$ cat config.mk
export PLATFORM = sky130hd
export DESIGN_NAME = servo_position_loop_hex_register_port
export DESIGN_NICKNAME = d
export VERILOG_FILES = /design/src/design/svpl_pkg.sv /design/src/design/svpl_front.sv /design/src/design/svpl_queue.sv /design/src/design/svpl_back.sv /design/src/design/servo_position_loop_hex_register_port.sv
export SDC_FILE = /design/constraint.sdc
export NUM_CORES = 1
export LEC_CHECK = 0
export ABC_AREA = 0
export BUFFER_PORTS_ARGS = -buffer_cell sky130_fd_sc_hd__buf_2
export CORE_ASPECT_RATIO = 0.5
export CORE_MARGIN = 2
export CORE_UTILIZATION = 25
export CTS_CLUSTER_DIAMETER = 50
export DETAILED_ROUTE_END_ITERATION = 6
export GPL_TIMING_DRIVEN = 0
export PLACE_DENSITY = 0.39
export SLEW_MARGIN = 20
export SYNTH_ARGS = -nofsm -noshare
export SYNTH_HDL_FRONTEND = slang
export SYNTH_SLANG_ARGS = --single-unit
$ cat constraint.sdc
create_clock -name clk -period 4.9 [get_ports clk]
set_clock_uncertainty 0.1 [all_clocks]
set_input_delay 0.735 -clock clk [delete_from_list [all_inputs] [get_ports clk]]
set_output_delay 0.735 -clock clk [all_outputs]
set_load 0.05 [all_outputs]
$ cat src/design/svpl_pkg.sv
`timescale 1ns / 1ps
// ----------------------------------------------------------------------------
// svpl_pkg: shared types and helpers for the servo position loop
// Transaction payloads, the internal job format, register codes and
// character helpers used by the front, the job queue and the back.
// ----------------------------------------------------------------------------
package svpl_pkg;

    // Default depth of the queue between front and back
    localparam int QUEUE_DEPTH_DEFAULT = 4;

    // Drive level limit and position range
    localparam logic [6:0]  DRIVE_MAX        = 7'd100;
    localparam logic [9:0]  POS_MAX          = 10'd1023;
    localparam logic [9:0]  ET_RESET         = 10'd100;
    localparam logic [11:0] WRAP_SPAN        = 12'd1024;
    localparam logic [3:0]  FULL_PACKET_LEN  = 4'd12;
    localparam logic [3:0]  MIN_PACKET_LEN   = 4'd4;

    // Packet character codes
    localparam logic [7:0] CHAR_MINUS = 8'h2D;
    localparam logic [7:0] CHAR_ZERO  = 8'h30;
    localparam logic [7:0] CHAR_NINE  = 8'h39;
    localparam logic [7:0] CHAR_UA    = 8'h41;
    localparam logic [7:0] CHAR_UF    = 8'h46;
    localparam logic [7:0] CHAR_LA    = 8'h61;
    localparam logic [7:0] CHAR_LF    = 8'h66;
    localparam logic [7:0] CHAR_UI    = 8'h49;
    localparam logic [7:0] CHAR_UL    = 8'h4C;

    // Register numbers of the packet port
    localparam logic [7:0] REG_TARGET   = 8'h00;
    localparam logic [7:0] REG_MODE     = 8'h01;
    localparam logic [7:0] REG_SPEED    = 8'h02;
    localparam logic [7:0] REG_LOCATION = 8'h06;
    localparam logic [7:0] REG_PWM      = 8'h07;

    // Item kinds
    localparam logic CMD_TICK = 1'b0;
    localparam logic CMD_CHAR = 1'b1;
    localparam logic KIND_DRIVE = 1'b0;
    localparam logic KIND_REPLY = 1'b1;

    typedef struct packed {
        logic       cmd;
        logic [9:0] position;
        logic [7:0] packet_char;
        logic       packet_last;
    } in_item_t;

    typedef struct packed {
        logic       kind;
        logic [6:0] drive_fwd;
        logic [6:0] drive_rev;
        logic [7:0] reply_char;
        logic       reply_last;
    } out_item_t;

    typedef enum logic [1:0] {
        JOB_DRIVE,
        JOB_FAIL,
        JOB_DATA
    } job_kind_t;

    // One unit of work handed from front to back
    typedef struct packed {
        job_kind_t   kind;
        logic [6:0]  fwd;
        logic [6:0]  rev;
        logic [31:0] data;
    } job_t;

    // ASCII hex character to digit; anything else reads as zero
    function automatic logic [3:0] hex_digit(input logic [7:0] c);
        logic [7:0] t;
        begin
            t = 8'd0;
            if (c >= CHAR_ZERO && c <= CHAR_NINE)
                t = c - CHAR_ZERO;
            else if (c >= CHAR_UA && c <= CHAR_UF)
                t = c - (CHAR_UA - 8'd10);
            else if (c >= CHAR_LA && c <= CHAR_LF)
                t = c - (CHAR_LA - 8'd10);
            return t[3:0];
        end
    endfunction

    // Nibble to uppercase ASCII hex
    function automatic logic [7:0] hex_char(input logic [3:0] n);
        begin
            if (n < 4'd10)
                return CHAR_ZERO + {4'd0, n};
            else
                return (CHAR_UA - 8'd10) + {4'd0, n};
        end
    endfunction

    // Letters of the failure reply
    function automatic logic [7:0] fail_char(input logic [1:0] i);
        begin
            case (i)
                2'd0:    return CHAR_UF;
                2'd1:    return CHAR_UA;
                2'd2:    return CHAR_UI;
                default: return CHAR_UL;
            endcase
        end
    endfunction

endpackage

$ cat src/design/svpl_front.sv
`timescale 1ns / 1ps
// ----------------------------------------------------------------------------
// svpl_front: item intake, control step and packet parser
// Takes one item per cycle while the queue has room, updates loop and
// register state, and posts a drive job per tick, a reply job at packet end.
// ----------------------------------------------------------------------------
module svpl_front (
    input  logic              clk,
    input  logic              rst_n,
    input  logic              in_valid,
    output logic              in_ready,
    input  svpl_pkg::in_item_t in_data,
    output logic              push_valid,
    input  logic              push_ready,
    output svpl_pkg::job_t    push_job
);
    import svpl_pkg::*;

    logic [31:0] target_reg, target_next;
    logic [31:0] mode_reg, mode_next;
    logic [31:0] speed_reg, speed_next;
    logic [9:0]  loc_reg, loc_next;
    logic [9:0]  et_reg, et_next;
    logic [3:0]  count_reg, count_next;
    logic [8:0]  dev_reg, dev_next;
    logic [8:0]  regf_reg, regf_next;
    logic [32:0] val_reg, val_next;

    logic              accept;
    logic [3:0]        digit;
    logic              minus;
    logic [11:0]       delta;
    logic [11:0]       dist_mag;
    logic [6:0]        level;
    logic [7:0]        dev_val;
    logic [7:0]        reg_code;
    logic              reg_neg;
    logic [31:0]       data;
    logic              fail;
    job_t              job;

    assign in_ready = push_ready;
    assign accept   = in_valid && push_ready;
    assign digit    = hex_digit(in_data.packet_char);
    assign minus    = (in_data.packet_char == CHAR_MINUS);

    // Wrap-aware distance from effective target to the new position
    always_comb
    begin
        if (in_data.position[9:8] == 2'd0 && et_reg[9:8] == 2'd3)
            delta = {2'd0, in_data.position} + WRAP_SPAN - {2'd0, et_reg};
        else if (in_data.position[9:8] == 2'd3 && et_reg[9:8] == 2'd0)
            delta = {2'd0, in_data.position} - WRAP_SPAN - {2'd0, et_reg};
        else
            delta = {2'd0, in_data.position} - {2'd0, et_reg};
        dist_mag = delta[11] ? (12'd0 - delta) : delta;
        level    = (dist_mag > {5'd0, DRIVE_MAX}) ? DRIVE_MAX : dist_mag[6:0];
    end

    // Next state and job
    always_comb
    begin
        target_next = target_reg;
        mode_next   = mode_reg;
        speed_next  = speed_reg;
        loc_next    = loc_reg;
        et_next     = et_reg;
        count_next  = count_reg;
        dev_next    = dev_reg;
        regf_next   = regf_reg;
        val_next    = val_reg;
        dev_val     = 8'd0;
        reg_code    = 8'd0;
        reg_neg     = 1'b0;
        data        = 32'd0;
        fail        = 1'b0;
        job         = '0;
        push_valid  = 1'b0;

        if (accept && in_data.cmd == CMD_TICK)
        begin
            loc_next = in_data.position;
            job.kind = JOB_DRIVE;
            if (!delta[11] && delta != 12'd0)
                job.fwd = level;
            else
                job.rev = level;
            // effective target follows the target register, clamped
            if (target_reg[31])
                et_next = 10'd0;
            else if (|target_reg[30:10])
                et_next = POS_MAX;
            else
                et_next = target_reg[9:0];
            push_valid = 1'b1;
        end
        else if (accept)
        begin
            // shift the character into its field
            if (count_reg < 4'd2)
            begin
                dev_next[8]   = dev_reg[8] | (count_reg == 4'd0 && minus);
                dev_next[7:0] = {dev_reg[3:0], digit};
            end
            else if (count_reg < 4'd4)
            begin
                regf_next[8]   = regf_reg[8] | (count_reg == 4'd2 && minus);
                regf_next[7:0] = {regf_reg[3:0], digit};
            end
            else if (count_reg < FULL_PACKET_LEN)
            begin
                val_next[32]   = val_reg[32] | (count_reg == 4'd4 && minus);
                val_next[31:0] = {val_reg[27:0], digit};
            end
            if (count_reg < FULL_PACKET_LEN)
                count_next = count_reg + 4'd1;

            if (in_data.packet_last)
            begin
                dev_val  = dev_next[8] ? (8'd0 - dev_next[7:0]) : dev_next[7:0];
                reg_code = regf_next[7:0];
                reg_neg  = regf_next[8] && (regf_next[7:0] != 8'd0);
                if (count_next >= FULL_PACKET_LEN)
                    data = val_next[32] ? (32'd0 - val_next[31:0]) : val_next[31:0];

                if (count_next < MIN_PACKET_LEN || reg_neg)
                    fail = 1'b1;
                else if (dev_val[7])
                begin
                    unique case (reg_code)
                        REG_TARGET: target_next = data;
                        REG_MODE:   mode_next   = data;
                        REG_SPEED:  speed_next  = data;
                        default:    fail        = 1'b1;
                    endcase
                end
                else
                begin
                    unique case (reg_code)
                        REG_TARGET:   data = target_reg;
                        REG_MODE:     data = mode_reg;
                        REG_SPEED:    data = speed_reg;
                        REG_LOCATION: data = {22'd0, loc_reg};
                        REG_PWM:      data = 32'd0;
                        default:      fail = 1'b1;
                    endcase
                end

                job.kind   = fail ? JOB_FAIL : JOB_DATA;
                job.data   = data;
                push_valid = 1'b1;

                // packet done: parse state back to idle
                count_next = 4'd0;
                dev_next   = 9'd0;
                regf_next  = 9'd0;
                val_next   = 33'd0;
            end
        end
    end

    assign push_job = job;

    // State registers
    always_ff @(posedge clk or negedge rst_n)
    begin
        if (!rst_n)
        begin
            target_reg <= 32'd0;
            mode_reg   <= 32'd0;
            speed_reg  <= 32'd0;
            loc_reg    <= 10'd0;
            et_reg     <= ET_RESET;
            count_reg  <= 4'd0;
            dev_reg    <= 9'd0;
            regf_reg   <= 9'd0;
            val_reg    <= 33'd0;
        end
        else
        begin
            target_reg <= target_next;
            mode_reg   <= mode_next;
            speed_reg  <= speed_next;
            loc_reg    <= loc_next;
            et_reg     <= et_next;
            count_reg  <= count_next;
            dev_reg    <= dev_next;
            regf_reg   <= regf_next;
            val_reg    <= val_next;
        end
    end

endmodule

$ cat src/design/svpl_queue.sv
`timescale 1ns / 1ps
// ----------------------------------------------------------------------------
// svpl_queue: job queue between front and back
// Small circular buffer of jobs with a fill count.
// ----------------------------------------------------------------------------
module svpl_queue #(
    parameter int DEPTH = svpl_pkg::QUEUE_DEPTH_DEFAULT
) (
    input  logic           clk,
    input  logic           rst_n,
    input  logic           push_valid,
    output logic           push_ready,
    input  svpl_pkg::job_t push_job,
    output logic           pop_valid,
    input  logic           pop_ready,
    output svpl_pkg::job_t pop_job
);
    import svpl_pkg::*;

    localparam int AW = (DEPTH > 1) ? $clog2(DEPTH) : 1;
    localparam int CW = $clog2(DEPTH + 1);

    job_t          mem [DEPTH];
    logic [AW-1:0] wptr_reg, rptr_reg;
    logic [CW-1:0] count_reg;
    logic          do_push, do_pop;

    assign push_ready = (count_reg != CW'(DEPTH));
    assign pop_valid  = (count_reg != '0);
    assign pop_job    = mem[rptr_reg];
    assign do_push    = push_valid && push_ready;
    assign do_pop     = pop_valid && pop_ready;

    // Storage
    always_ff @(posedge clk)
    begin
        if (do_push)
            mem[wptr_reg] <= push_job;
    end

    // Pointers and fill count
    always_ff @(posedge clk or negedge rst_n)
    begin
        if (!rst_n)
        begin
            wptr_reg  <= '0;
            rptr_reg  <= '0;
            count_reg <= '0;
        end
        else
        begin
            if (do_push)
                wptr_reg <= (wptr_reg == AW'(DEPTH - 1)) ? '0 : wptr_reg + 1'b1;
            if (do_pop)
                rptr_reg <= (rptr_reg == AW'(DEPTH - 1)) ? '0 : rptr_reg + 1'b1;
            if (do_push && !do_pop)
                count_reg <= count_reg + 1'b1;
            else if (do_pop && !do_push)
                count_reg <= count_reg - 1'b1;
        end
    end

endmodule

$ cat src/design/svpl_back.sv
`timescale 1ns / 1ps
// ----------------------------------------------------------------------------
// svpl_back: result sequencer
// Holds the current job and emits its results one per transaction: one drive
// update, four letters of a failure, or eight hex characters of a value.
// ----------------------------------------------------------------------------
module svpl_back (
    input  logic                clk,
    input  logic                rst_n,
    input  logic                pop_valid,
    output logic                pop_ready,
    input  svpl_pkg::job_t      pop_job,
    output logic                out_valid,
    input  logic                out_ready,
    output svpl_pkg::out_item_t out_data
);
    import svpl_pkg::*;

    job_t        job_reg;
    logic        busy_reg;
    logic [2:0]  idx_reg;
    logic        run_last;
    logic        load;
    logic [31:0] shifted;
    out_item_t   res;

    // Last result of the current job
    always_comb
    begin
        case (job_reg.kind)
            JOB_FAIL: run_last = (idx_reg == 3'd3);
            JOB_DATA: run_last = (idx_reg == 3'd7);
            default:  run_last = 1'b1;
        endcase
    end

    assign out_valid = busy_reg;
    assign load      = pop_valid && (!busy_reg || (out_ready && run_last));
    assign pop_ready = !busy_reg || (out_ready && run_last);
    assign shifted   = job_reg.data << {idx_reg, 2'b00};

    // Result formatting
    always_comb
    begin
        res = '0;
        case (job_reg.kind)
            JOB_DRIVE:
            begin
                res.kind      = KIND_DRIVE;
                res.drive_fwd = job_reg.fwd;
                res.drive_rev = job_reg.rev;
            end
            JOB_FAIL:
            begin
                res.kind       = KIND_REPLY;
                res.reply_char = fail_char(idx_reg[1:0]);
                res.reply_last = run_last;
            end
            default:
            begin
                res.kind       = KIND_REPLY;
                res.reply_char = hex_char(shifted[31:28]);
                res.reply_last = run_last;
            end
        endcase
    end

    assign out_data = res;

    // Job register and character index
    always_ff @(posedge clk or negedge rst_n)
    begin
        if (!rst_n)
        begin
            busy_reg <= 1'b0;
            idx_reg  <= 3'd0;
            job_reg  <= '0;
        end
        else if (load)
        begin
            busy_reg <= 1'b1;
            idx_reg  <= 3'd0;
            job_reg  <= pop_job;
        end
        else if (busy_reg && out_ready)
        begin
            if (run_last)
                busy_reg <= 1'b0;
            else
                idx_reg <= idx_reg + 3'd1;
        end
    end

    // A drive job never advances past its single result
    a_drive_single: assert property (@(posedge clk) disable iff (!rst_n)
        busy_reg && job_reg.kind == JOB_DRIVE |-> idx_reg == 3'd0)
        else $error("drive job index advanced");

    // A failure reply stays within its four letters
    a_fail_len: assert property (@(posedge clk) disable iff (!rst_n)
        busy_reg && job_reg.kind == JOB_FAIL |-> idx_reg <= 3'd3)
        else $error("failure reply overran");

    // A reply run keeps going until its last character is taken
    a_run_cont: assert property (@(posedge clk) disable iff (!rst_n)
        out_valid && out_ready && !run_last |=> out_valid && idx_reg == $past(idx_reg) + 3'd1)
        else $error("reply run broken");

endmodule

$ cat src/design/servo_position_loop_hex_register_port.sv
`timescale 1ns / 1ps
// ----------------------------------------------------------------------------
// servo_position_loop_hex_register_port: servo loop with hex register port
// Control ticks produce a forward/reverse drive update toward the target;
// packet characters build hex commands that write or read registers and
// answer with an eight-character hex reply or FAIL.
//
//   channel | direction | handshake            | payload
//   --------+-----------+----------------------+---------------------
//   in      | input     | in_valid / in_ready   | in_data  (in_item_t)
//   out     | output    | out_valid / out_ready | out_data (out_item_t)
//
// The front takes one item per cycle while the job queue has room; a job is
// written into the queue on accept, loaded into the back's job register once
// the back is free, and shown on the output from that register. The back
// gives one result per cycle while out_ready is high: 1 for a tick, 4 or 8 for
// a packet end, so reply bursts set the sustained rate; the queue absorbs
// ticks meanwhile.
// Reset clears all state but the queue storage; the effective target starts at 100.
// A stalled output only holds the back; the front keeps accepting until the
// queue is full.
// ----------------------------------------------------------------------------
module servo_position_loop_hex_register_port #(
    parameter int QUEUE_DEPTH = svpl_pkg::QUEUE_DEPTH_DEFAULT
) (
    input  logic                clk,
    input  logic                rst_n,
    input  logic                in_valid,
    output logic                in_ready,
    input  svpl_pkg::in_item_t  in_data,
    output logic                out_valid,
    input  logic                out_ready,
    output svpl_pkg::out_item_t out_data
);
    import svpl_pkg::*;

    logic push_valid, push_ready;
    logic pop_valid, pop_ready;
    job_t push_job, pop_job;

    svpl_front u_front (
        .clk        (clk),
        .rst_n      (rst_n),
        .in_valid   (in_valid),
        .in_ready   (in_ready),
        .in_data    (in_data),
        .push_valid (push_valid),
        .push_ready (push_ready),
        .push_job   (push_job)
    );

    svpl_queue #(
        .DEPTH (QUEUE_DEPTH)
    ) u_queue (
        .clk        (clk),
        .rst_n      (rst_n),
        .push_valid (push_valid),
        .push_ready (push_ready),
        .push_job   (push_job),
        .pop_valid  (pop_valid),
        .pop_ready  (pop_ready),
        .pop_job    (pop_job)
    );

    svpl_back u_back (
        .clk       (clk),
        .rst_n     (rst_n),
        .pop_valid (pop_valid),
        .pop_ready (pop_ready),
        .pop_job   (pop_job),
        .out_valid (out_valid),
        .out_ready (out_ready),
        .out_data  (out_data)
    );

endmodule

==> metrics.txt <==
Num CTS Buffers 47; first-pass GRT wire length 99700 um; unrepaired setup endpoints after global routing no; CP cell instances buf_2 > inv_1 > ha_1 > nand2b_1 > o21ai_1 > o32ai_2 > mux2_2 > buf_2 > nor2_1 > clkbuf_1 > o2bb2ai_1 > a22oi_1 > a211oi_1; Period minus WS final 4650 ps; clock group share of total power 28.4%; worst min path class in2reg; Synth cell types 88; fill cell count 8663; delay-heaviest family, CP compound AO/OA/AOI/OAI gates; CTS max path bufs 3; syn_nets 1869; CTS tree done; max-slew headroom at the worst pin 31.1%; Placed Area 23300 sq um; fmax 215 MHz; Power Dens Cells 482 nW/um^2; die area about 90000 sq um; Combinational Power Share between 30% and 40%; CP arrival 4820 ps; top post-synthesis cells by area edfxtp_1, dfrtp_1, mux4_2, mux2_2, mux2i_1; Finished Cell Area 24800 sq um; Overflow after GRT 0; Area Overhead vs Synth 16.0%; Cell Area, Synth around 21000 sq um; endpoints failing hold 0; PortBufs 48; Worst Hold Launch in_data[11]; initial antenna violation count 1; ys async rst share 54.5%; worst r2r src u_front.et_reg[0]$_DFFE_PN0P_; Initial DRC Count 1018; crit start category input port; # rows 75; Final #Nets 1975; sequential power share 38.2%; Worst-path clk slew roughly 60 ps; Synth Warn # 0; Syn Area/Cell 11.8 sq um; HPWL after DPL 47200 um; Pleak 8.96 nW; I/O pin total 50; postcts setup bufs 0; first-pass detailed-route iteration total 5; Initial Utilization around a quarter; CP required 5080 ps; WHS Path Cells 3; hold worst-path end u_front.loc_reg[2]$_DFFE_PN0P_; Worst R2R Setup Slack 430 ps; count leader, synth dfrtp_1; Post-Layout Cell Count 3070; Synth Flop Type dfrtp_1; Switching Share 35.1%; post-route ant nets 0; CP max stage delay 660 ps; Yosys reg bits 422; Total Wirelength approximately 65000 um; Root Buffer clkbuf_16; Diodes inserted 0; CP Max Fanout 10; reg2reg end u_queue.mem[0][35]$_DFFE_PP_; fin worst setup slack between 200 and 300 ps; Switch Pwr 4.20 mW; vias in the first global route 15200; Cell Int Power roughly 7.8 mW; Synth top area share 26.9%; share of post-route cells with drive strength above 1 between 10% and 20%; register area 11500 sq um; maximum capacitance violations 0; worst r2r path cells 12; Die Y 211 um; H-tree level count 2; worst-margin pin slew about 1000 ps; multi-input logic area between 9000 and 10000 sq um; Die W 418 um; Post-synth top cells dfrtp_1, nand2_1, edfxtp_1; worst vdd rail ir drop 0.238 mV; Crit path top cell by count buf_2; Final Total Pwr 12.0 mW; clock sink count 422; DRC errors left 0; outcome finished, final reports clean; Skew-Pair Late Insertion Delay between 500 and 600 ps; Pins Over Slew Limit 0; sequential share of the synthesized area approximately 54%; final period utilization roughly 95%; Final GP Congestion around 0.79; crit path buf inv count 4; largest net degree at the start of global routing 85; Mapped Cells approximately 1800; Post-synth EDFFs 192; total number of vias roughly 15000; DP Cell Count slightly below 3000; max FFs per register around 190; DR WL/cell 21.2 um; Crit Path Category in2reg; Setup Viol. Count Final 0; slowest stage cell, crit path a211oi_1; Yosys top cell by area edfxtp_1; vias per inst 4.85; dpl ws -574 ps; Core Region around 84000 sq um; critical path capture point type register; Total GRT Usage 14.9%
==> repair_timing <==
action                     CTS  global route
setup endpoints to repair    4            44
gates resized for setup      1            13
hold buffers                 1             0
hold endpoints to repair    43             0
==> layout make-up <==
| cell class | count | share of cell area, % |
|---|---|---|
| buffer | 119 | 1.99 |
| clock buffer | 66 | 5.18 |
| clock inverter | 18 | 0.625 |
| inverter | 45 | 0.680 |
| multi-input combinational | 1227 | 37.6 |
| sequential | 422 | 46.4 |
| tap | 1116 | 5.62 |
| timing repair buffer | 57 | 1.87 |
==> worst max path at each step <==
stage                                   from                                to  slack [ps]  depth (start not counted)
4_1_cts                           in_data[1]       u_queue.mem[0][2]$_DFFE_PP_          70                         12
3_5_place_dp                      in_data[9]      u_queue.mem[2][33]$_DFFE_PP_        -570                         14
2_1_floorplan  u_back.idx_reg[0]$_DFFE_PN0P_                       out_data[4]         640                          5
5_1_grt                           in_data[2]       u_queue.mem[1][6]$_DFFE_PP_          70                         12
3_3_place_gp                           rst_n  u_queue.count_reg[0]$_DFFE_PN0P_       -1910                          1
6_report                          in_data[2]       u_queue.mem[3][9]$_DFFE_PP_         250                         13
==> per-layer routing <==
metal	vias to the layer above	global-route usage, %	routed length (um)
li1	7067	-	-
met1	7484	21.8	32700
met2	255	23.2	28800
met3	73	2.20	2360
met4	0	3.66	1330
met5	-	0	0
==> through the flow <==
stage	TNS (ps)	hold slack, ps	utilization [%]
after floorplan	0	339	-
after global placement	-475400	354	27.3
after detailed placement	-31750	365	27.6
after CTS	0	246	29.3
after global routing	0	279	29.4
final	0	296	29.4
==> cell usage in the layout, fill, tap and decap left out, drive strengths merged, types with 48 or more instances in the layout <==
master / n
mux4: 56
dfrtp: 227
mux2: 96
o21ai: 133
a21oi: 72
nand2: 213
clkbuf: 149
buf: 92
edfxtp: 192
mux2i: 92
inv: 48
nor2: 73
==> cells by family (layout without fill, tap and decap cells) <==
kind of cell	count (synthesis)	after routing	share of synthesized area (%)
muxes	244	244	15.3
DFF	422	422	53.8
xor gates and xnor gates	35	35	1.43
other	1	1	0.0175
adders and majority gates	32	32	1.94
buffers and inverters	164	305	3.10
and+or+nand+nor	480	480	10.9
AOI/OAI and AO/OA	435	435	13.5
==> power groups by stage <==
stage / combinational [mW] / clock [mW] / sequential [mW]
final: 4.00 / 3.40 / 4.57
after global routing: 4.38 / 3.65 / 4.64
after CTS: 4.09 / 3.51 / 4.58
after detailed placement: 4.09 / 0 / 4.64
after global placement: 4.00 / 0 / 4.67
after floorplan: 2.92 / 0 / 4.54
==> worst register-to-register path, stage by stage, from the launching register on <==
cell	delay [ps]
dfrtp_1	370
ha_1	190
inv_1	60
fa_1	490
a211oi_2	330
o21ai_1	210
a311oi_1	620
nor2_1	110
buf_2	210
or2_2	330
o22a_1	240
o211ai_1	670
nor3_2	230
Note: power is estimated with default switching activity, not from simulation.
